<file path="src/rtl/partition_fit_allocator_core_assert.svh">
// assertion macros used by the partition fit allocator core
`ifndef PARTITION_FIT_ALLOCATOR_CORE_ASSERT_SVH
`define PARTITION_FIT_ALLOCATOR_CORE_ASSERT_SVH

// same-cycle implication
`define PFA_ASSERT_IMPL(label, clk, rst, ante, cons, msg) \
  label: assert property (@(posedge clk) disable iff (rst) (ante) |-> (cons)) \
    else $error(msg);

// implication checked in the next cycle
`define PFA_ASSERT_NEXT(label, clk, rst, ante, cons, msg) \
  label: assert property (@(posedge clk) disable iff (rst) (ante) |=> (cons)) \
    else $error(msg);

// invariant at every edge out of reset
`define PFA_ASSERT_ALWAYS(label, clk, rst, cond, msg) \
  label: assert property (@(posedge clk) disable iff (rst) 1'b1 |-> (cond)) \
    else $error(msg);

`endif

</file>
<file path="src/rtl/pfa_pkg.sv">
// types, constants and helpers for the partition fit allocator
package pfa_pkg;

  localparam int MAX_BLOCKS = 16;
  localparam int SIZE_BITS  = 16;
  localparam int IDX_W      = $clog2(MAX_BLOCKS);
  localparam int CNT_W      = $clog2(MAX_BLOCKS + 1);
  localparam int ACC_W      = SIZE_BITS + IDX_W;

  // fixed port widths
  localparam int MODE_W     = 2;
  localparam int BINDEX_W   = 4;
  localparam int AMOUNT_W   = 16;
  localparam int CHOSEN_W   = 4;
  localparam int SUM_W      = 20;
  localparam int BCOUNT_W   = 5;
  localparam int POLICY_W   = 2;
  localparam int APB_DW     = 32;
  localparam int APB_AW     = 3;
  localparam int EXT_W      = (ACC_W > SUM_W) ? ACC_W : SUM_W;

  localparam logic [SUM_W-1:0] SUM_MAX = {SUM_W{1'b1}};

  localparam logic [MODE_W-1:0] MODE_LOAD    = 2'd0;
  localparam logic [MODE_W-1:0] MODE_RESTART = 2'd1;
  localparam logic [MODE_W-1:0] MODE_ALLOC   = 2'd2;

  localparam logic REG_POLICY = 1'b0;
  localparam logic REG_COUNT  = 1'b1;

  localparam logic [BCOUNT_W-1:0] COUNT_RESET = BCOUNT_W'(16);

  typedef enum logic [POLICY_W-1:0] {
    POL_FIRST = 2'd0,
    POL_BEST  = 2'd1,
    POL_NEXT  = 2'd2,
    POL_WORST = 2'd3
  } policy_t;

  // scan record handed from cell to cell
  typedef struct packed {
    logic                 alloc;
    policy_t              policy;
    logic [CNT_W-1:0]     count;
    logic [IDX_W-1:0]     start;
    logic [SIZE_BITS-1:0] req;
    logic                 found;
    logic [IDX_W-1:0]     sel;
    logic [SIZE_BITS-1:0] best;
    logic                 hi_found;
    logic [IDX_W-1:0]     hi_sel;
    logic [ACC_W-1:0]     rsum;
    logic [ACC_W-1:0]     isum;
  } probe_t;

  // table update broadcast to every cell
  typedef struct packed {
    logic                 load;
    logic                 restart;
    logic                 sub;
    logic [IDX_W-1:0]     index;
    logic [SIZE_BITS-1:0] amount;
  } cmd_t;

  function automatic logic [SUM_W-1:0] sat_sum(input logic [ACC_W-1:0] a);
    logic [EXT_W-1:0] e;
    e = EXT_W'(a);
    if (e > EXT_W'(SUM_MAX)) begin
      return SUM_MAX;
    end
    return SUM_W'(e);
  endfunction

endpackage

</file>
<file path="src/rtl/pfa_cell.sv">
// one partition: its sizes and one stage of the fit scan
module pfa_cell (
  input  logic                        clk,
  input  logic                        rst,
  input  logic [pfa_pkg::IDX_W-1:0]   cell_index,
  input  pfa_pkg::cmd_t               cmd,
  input  logic                        probe_in_valid,
  input  pfa_pkg::probe_t             probe_in,
  output logic                        probe_out_valid,
  output pfa_pkg::probe_t             probe_out
);
  import pfa_pkg::*;

  logic [SIZE_BITS-1:0] init_size;
  logic [SIZE_BITS-1:0] rem_size;
  logic                 hit;
  logic                 active;
  logic                 fits;
  probe_t               probe_next;

  assign hit = (cmd.index == cell_index);

  always_ff @(posedge clk) begin
    if (rst) begin
      init_size <= '0;
      rem_size  <= '0;
    end else if (cmd.load && hit) begin
      init_size <= cmd.amount;
      rem_size  <= cmd.amount;
    end else if (cmd.restart) begin
      rem_size <= init_size;
    end else if (cmd.sub && hit) begin
      rem_size <= rem_size - cmd.amount;
    end
  end

  assign active = (CNT_W'(cell_index) < probe_in.count);
  assign fits   = active && (rem_size >= probe_in.req);

  always_comb begin
    probe_next = probe_in;
    if (active) begin
      probe_next.rsum = probe_in.rsum + ACC_W'(rem_size);
      probe_next.isum = probe_in.isum + ACC_W'(init_size);
    end
    case (probe_in.policy)
      POL_FIRST: begin
        if (fits && !probe_in.found) begin
          probe_next.found = 1'b1;
          probe_next.sel   = cell_index;
        end
      end
      POL_BEST: begin
        // ties go to the later block
        if (fits && (!probe_in.found || rem_size <= probe_in.best)) begin
          probe_next.found = 1'b1;
          probe_next.sel   = cell_index;
          probe_next.best  = rem_size;
        end
      end
      POL_WORST: begin
        if (fits && (!probe_in.found || rem_size >= probe_in.best)) begin
          probe_next.found = 1'b1;
          probe_next.sel   = cell_index;
          probe_next.best  = rem_size;
        end
      end
      POL_NEXT: begin
        // first fit overall covers the wrap, first fit at or after start wins
        if (fits && !probe_in.found) begin
          probe_next.found = 1'b1;
          probe_next.sel   = cell_index;
        end
        if (fits && !probe_in.hi_found && cell_index >= probe_in.start) begin
          probe_next.hi_found = 1'b1;
          probe_next.hi_sel   = cell_index;
        end
      end
      default: begin
        probe_next = probe_in;
      end
    endcase
  end

  always_ff @(posedge clk) begin
    if (rst) begin
      probe_out_valid <= 1'b0;
    end else begin
      probe_out_valid <= probe_in_valid;
    end
  end

  always_ff @(posedge clk) begin
    probe_out <= probe_next;
  end

endmodule

</file>
<file path="config.mk">
export PLATFORM = sky130hd
export DESIGN_NAME = pfa_cell
export DESIGN_NICKNAME = d
export VERILOG_FILES = /design/src/rtl/partition_fit_allocator_core_assert.svh /design/src/rtl/pfa_pkg.sv /design/src/rtl/pfa_cell.sv
export SDC_FILE = /design/constraint.sdc
export NUM_CORES = 1
export LEC_CHECK = 0
export BUFFER_PORTS_ARGS = -buffer_cell sky130_fd_sc_hd__buf_2
export CAP_MARGIN = 10
export CORE_UTILIZATION = 50
export DETAILED_ROUTE_END_ITERATION = 8
export PLACE_DENSITY = 0.78
export SLEW_MARGIN = 0
export SYNTH_ARGS = -nofsm -noshare
export SYNTH_HDL_FRONTEND = slang
export SYNTH_SLANG_ARGS = --single-unit
</file>
<file path="constraint.sdc">
create_clock -name clk -period 4.2 [get_ports clk]
set_input_delay 0.84 -clock clk [delete_from_list [all_inputs] [get_ports clk]]
set_output_delay 0.84 -clock clk [all_outputs]
set_load 0.03 [all_outputs]
</file>
Yosys cells after proc, flatten, opt, wreduce, memory -nomap -nowiden
Cells that the tools add are included.
W data, S select, Z words.
{"block": "op_classes", "n_addsub": 3, "n_eq_ne": 4, "order_cmp": 5, "n_reduce_logical": 15, "n_mux": 11}
{"operator": "$mux W16", "count": 3}
{"operator": "$mux W21", "count": 2}
{"operator": "$add A20 B16 Y20", "count": 2}
{"operator": "$mux W40", "count": 1}
{"operator": "$ge A16 B16 Y1", "count": 2}
{"operator": "$pmux W16 S2", "count": 1}
{"operator": "$le A16 B16 Y1", "count": 1}
{"operator": "$sub A16 B16 Y16", "count": 1}
{"operator": "$mux W5", "count": 3}
{"operator": "$pmux W5 S3", "count": 1}
{"operator": "$logic_and A1 B1 Y1", "count": 8}
{"operator": "$lt A4 B5 Y1", "count": 1}
{"operator": "$eq A2 B2 Y1 const B", "count": 2}
{"operator": "$eq A4 B4 Y1", "count": 1}
{"operator": "$ge A4 B4 Y1", "count": 1}
{"operator": "$reduce_bool A3 Y1", "count": 1}
{"operator": "$eq A2 B1 Y1 const B", "count": 1}
{"operator": "$logic_not A1 Y1", "count": 2}
{"operator": "$logic_not A2 Y1", "count": 1}
{"operator": "$logic_or A1 B1 Y1", "count": 2}
{"operator": "$reduce_or A2 Y1", "count": 1}
{"block": "word_totals", "output_inout_bits": 95, "register_bits": 127}

Logic depth before layout (Yosys ltp)
{"block": "logic_depth", "depth_word": 6, "depth_mapped": 10, "depth_no_buf": 10}

Worst setup path before layout
No wires, ideal clock.
{"block": "synth_timing", "path_kind": "input port to flip-flop", "startpoint": "input probe_in[56] (netlist name)", "endpoint": "register probe_out[51] (netlist name)", "setup_ns": 0.121, "stages": 10, "path_buffers": 1, "required_time_ns": 4.079, "arrival_ns": 2.757, "slack_ns": 1.322, "path_cell_list": "inv_1 -> ha_1 -> nand4_1 -> nor2_1 -> a221oi_1 -> nor3b_2 -> mux2i_2 -> nand3_4 -> buf_6 -> mux2_4"}
{"element": "start: declaration", "line": "pfa_cell.sv:8", "rtl": "input pfa_pkg::probe_t probe_in,"}
{"element": "end signal: assignment", "line": "pfa_cell.sv:94", "rtl": "probe_out <= probe_next;"}
{"element": "end: declaration", "line": "pfa_cell.sv:10", "rtl": "output pfa_pkg::probe_t probe_out"}

==> impl_metrics.yaml <==
floorplan:
  core_area_um2: 14480
  fp-row-count: 44
  die_area_um2: 15310
  die_height_um: 123.7
  die_w_um: 123.7
  io_pins: 219
  start_util: 0.5116
setup_path:
  crit_fanout: 16
  cp.required_ps: 4500
  critPathArrivalTime_ps: 3210
  cp_top_family: "simple AND/OR/NAND/NOR gates"
  start_kind: "register"
  crit_buf_inv: 0
  cp_cell_sequence: "ha_1 -> nand4_1 -> nor2_1 -> a221oi_1 -> nor3b_2 -> mux2i_2 -> nand3_4 -> mux2_4"
  cp-end-kind: "register"
  cpMaxStageDelayCell: "dfxtp_1"
  slowest_delay_ps: 590
  worstSetupPathType: "register to register"
logic_synthesis:
  async_reset_ff_frac: 0
  yosysWarnings: 0
  synth_flop_cell: "dfxtp_1"
  synthesis.nets: 1066
  ys_types: 71
  yosysSeqAreaShare: 0.3432
  ys_seq_elements: 127
  synth_edf_count: 0
  synth_cells: 853
  netlist_area_um2: 7407
  avgSynthCellArea_um2: 8.684
clock_network:
  hold_buffers: 0
  cts_tree: "yes"
  clk-insertion-delay-late_ps: 420
  cts_buffers: 17
  cts_root_buf: "clkbuf_16"
  cts.sinks: 127
  clock_path_buffers: 2
  clkTransAtPathRegs_ps: 60
  cts_setup_buffers: 0
  ctsResizeCount: 0
  htree_levels: 4
route:
  wl_per_cell_um: 15.60
  dr.pass1.iters: 6
  vias_per_cell: 5.505
  drt_wl_total_um: 19880
  ant_nets: 0
  vias: 7013
  route.detailed.drc: 0
  drt_iter0_markers: 394
cells_and_area:
  nets: 1288
  fin_area_um2: 9361
  syn_to_final_growth_pct: 26.39
  fillers: 1247
  utilization: 0.6466
  seqCellArea_um2: 2542
  multi_input_area_um2: 4507
  drive_above_1_share: 0.2748
sta:
  period_minus_slack_ps: 2910
  setup_tns_ps: 0
  drv_slew: 0
  max-slew-margin-rel: 0.4977
  rsz0062_at_grt: "no"
  period_share: 0.6927
  holdWs_ps: 479.7
  finalSetupViolCount: 0
  hold_violations: 0
  max_freq_ghz: 0.3437
  tightest_slew_ps: 751.6
  finalClockSkew_ps: 7.580
place:
  dpl.hpwl_um: 15500
  place_area_um2: 8701
  place.gp.congestion: 0.8857
  io_buffers: 218
power:
  pwr-share-clk: 0.410
  p_int_mw: 2.783
  p_seq_frac: 0.344
  irDropWorstVdd_mv: 0.3058
  combPwrFrac: 0.246
  p_leak_nw: 4.528
  switching_share: 0.3019
  power.density_nw_per_um2: 425.9
  p_switching_mw: 1.204
global_routing:
  track_usage: 0.2596
  grt_pass1_wl_um: 30310
  grt_pass1_vias: 6389
  grt_max_degree: 39
  antenna_found_initial: 3
  gr-total-overflow: 0
outcome:
  status: "finished clean"
run:
  drv_cap: 0
hold_path:
  min_path_type: "register to register"
==> cell families after synthesis <==
family,synth area share
DFF,0.3432
muxes,0.04814
xor gates and xnor gates,0.05084
buffers and inverters,0.04949
and+or+nand+nor,0.1458
AOI/OAI and AO/OA,0.2091
adders and majority gates,0.1534
==> sequential cells by signal (all words and copies together) (netlist names) <==
register / count
rem_size: 16
init_size: 16
probe_out_valid: 1
probe_out: 94
==> Yosys cell counts, types with 5 or more instances <==
cell | n | area share
nor2b_1 | 6 | 0.0051
clkbuf_1 | 17 | 0.0086
a311oi_1 | 5 | 0.0059
o211ai_1 | 14 | 0.014
a211oi_1 | 9 | 0.0091
nand4_1 | 8 | 0.0068
xnor2_1 | 17 | 0.020
dfxtp_1 | 127 | 0.34
o31ai_1 | 9 | 0.0091
xor2_1 | 26 | 0.031
mux2_4 | 9 | 0.018
a21oi_1 | 89 | 0.060
ha_1 | 86 | 0.15
o21a_1 | 8 | 0.0081
mux2i_1 | 5 | 0.0068
a21o_1 | 13 | 0.013
a31oi_1 | 8 | 0.0068
nand3_1 | 13 | 0.0088
inv_1 | 70 | 0.035
o21ai_0 | 41 | 0.028
mux2_2 | 14 | 0.021
nor3_1 | 13 | 0.0088
o31a_1 | 5 | 0.0059
nor2_1 | 56 | 0.028
nand2_1 | 101 | 0.051
nand2b_1 | 11 | 0.0093
==> layout by cell type (no fill, tap or decap), drive strengths merged, types with 8 or more instances in the layout <==
cell      n
nand2   101
a21o     13
xor2     26
o211ai   15
mux2     23
o31ai    11
inv      70
buf     227
ha       86
xnor2    17
o21a      8
a21oi    89
a211oi    9
nand2b   11
clkbuf   21
nor3     14
nor2     56
a31oi     8
nand4     9
o21ai    42
nand3    14
dfxtp   127
==> power by group through the flow <==
stage	clock network [mW]	logic, mW	registers, mW
floorplan	0	0.475	1.59
global placement	0	0.956	1.40
detailed placement	0	0.971	1.40
CTS	1.66	0.976	1.37
global route	1.71	1.07	1.39
finish	1.63	0.979	1.37
==> final timing paths <==
path                            slack, ps             to     startpoint  cells past startpoint
worst max-delay path                 1290  probe_out[51]   rem_size[11]                      8
worst min-delay path                  480  init_size[10]  init_size[10]                      2
worst max register to register       1290  probe_out[51]   rem_size[11]                      8
worst min register to register        480  init_size[10]  init_size[10]                      2
==> through the flow <==
stage          instances  worst slack (ps)  power (mW)
5_1_grt             1272              1150       4.177
3_3_place_gp        1240              1039       2.354
2_1_floorplan        853              1322       2.066
3_5_place_dp        1240             943.6       2.371
4_1_cts             1272              1336       4.008
6_report            1274              1290       3.987
==> worst register-to-register path, delay by kind of cell (launching register included) <==
kind | cells | cell delay, ps
AOI/OAI and AO/OA | 1 | 260
and+or+nand+nor | 4 | 860
muxes | 2 | 730
adders and majority gates | 1 | 350
DFF | 1 | 590
==> area by class of cell <==
| cell class | count | area share |
|---|---|---|
| Timing Repair Buffer | 227 | 0.1238 |
| Multi-Input combinational cell | 632 | 0.4814 |
| Sequential cell | 127 | 0.2716 |
| Clock inverter | 11 | 0.01978 |
| Inverter | 70 | 0.02807 |
| Tap cell | 184 | 0.02459 |
| Clock buffer | 21 | 0.05025 |
| Antenna cell | 2 | 0.0005346 |
==> routing by layer <==
metal,part of all wire,wire [um],track usage,vias to the layer above
met1,0.42,8428,0.3142,3233
met2,0.47,9374,0.4292,237
met3,0.079,1576,0.08196,39
met4,0.024,472,0.09488,4
met5,0.0013,26,0,-
li1,-,-,-,3500
Power figures use the tool's default switching activity.
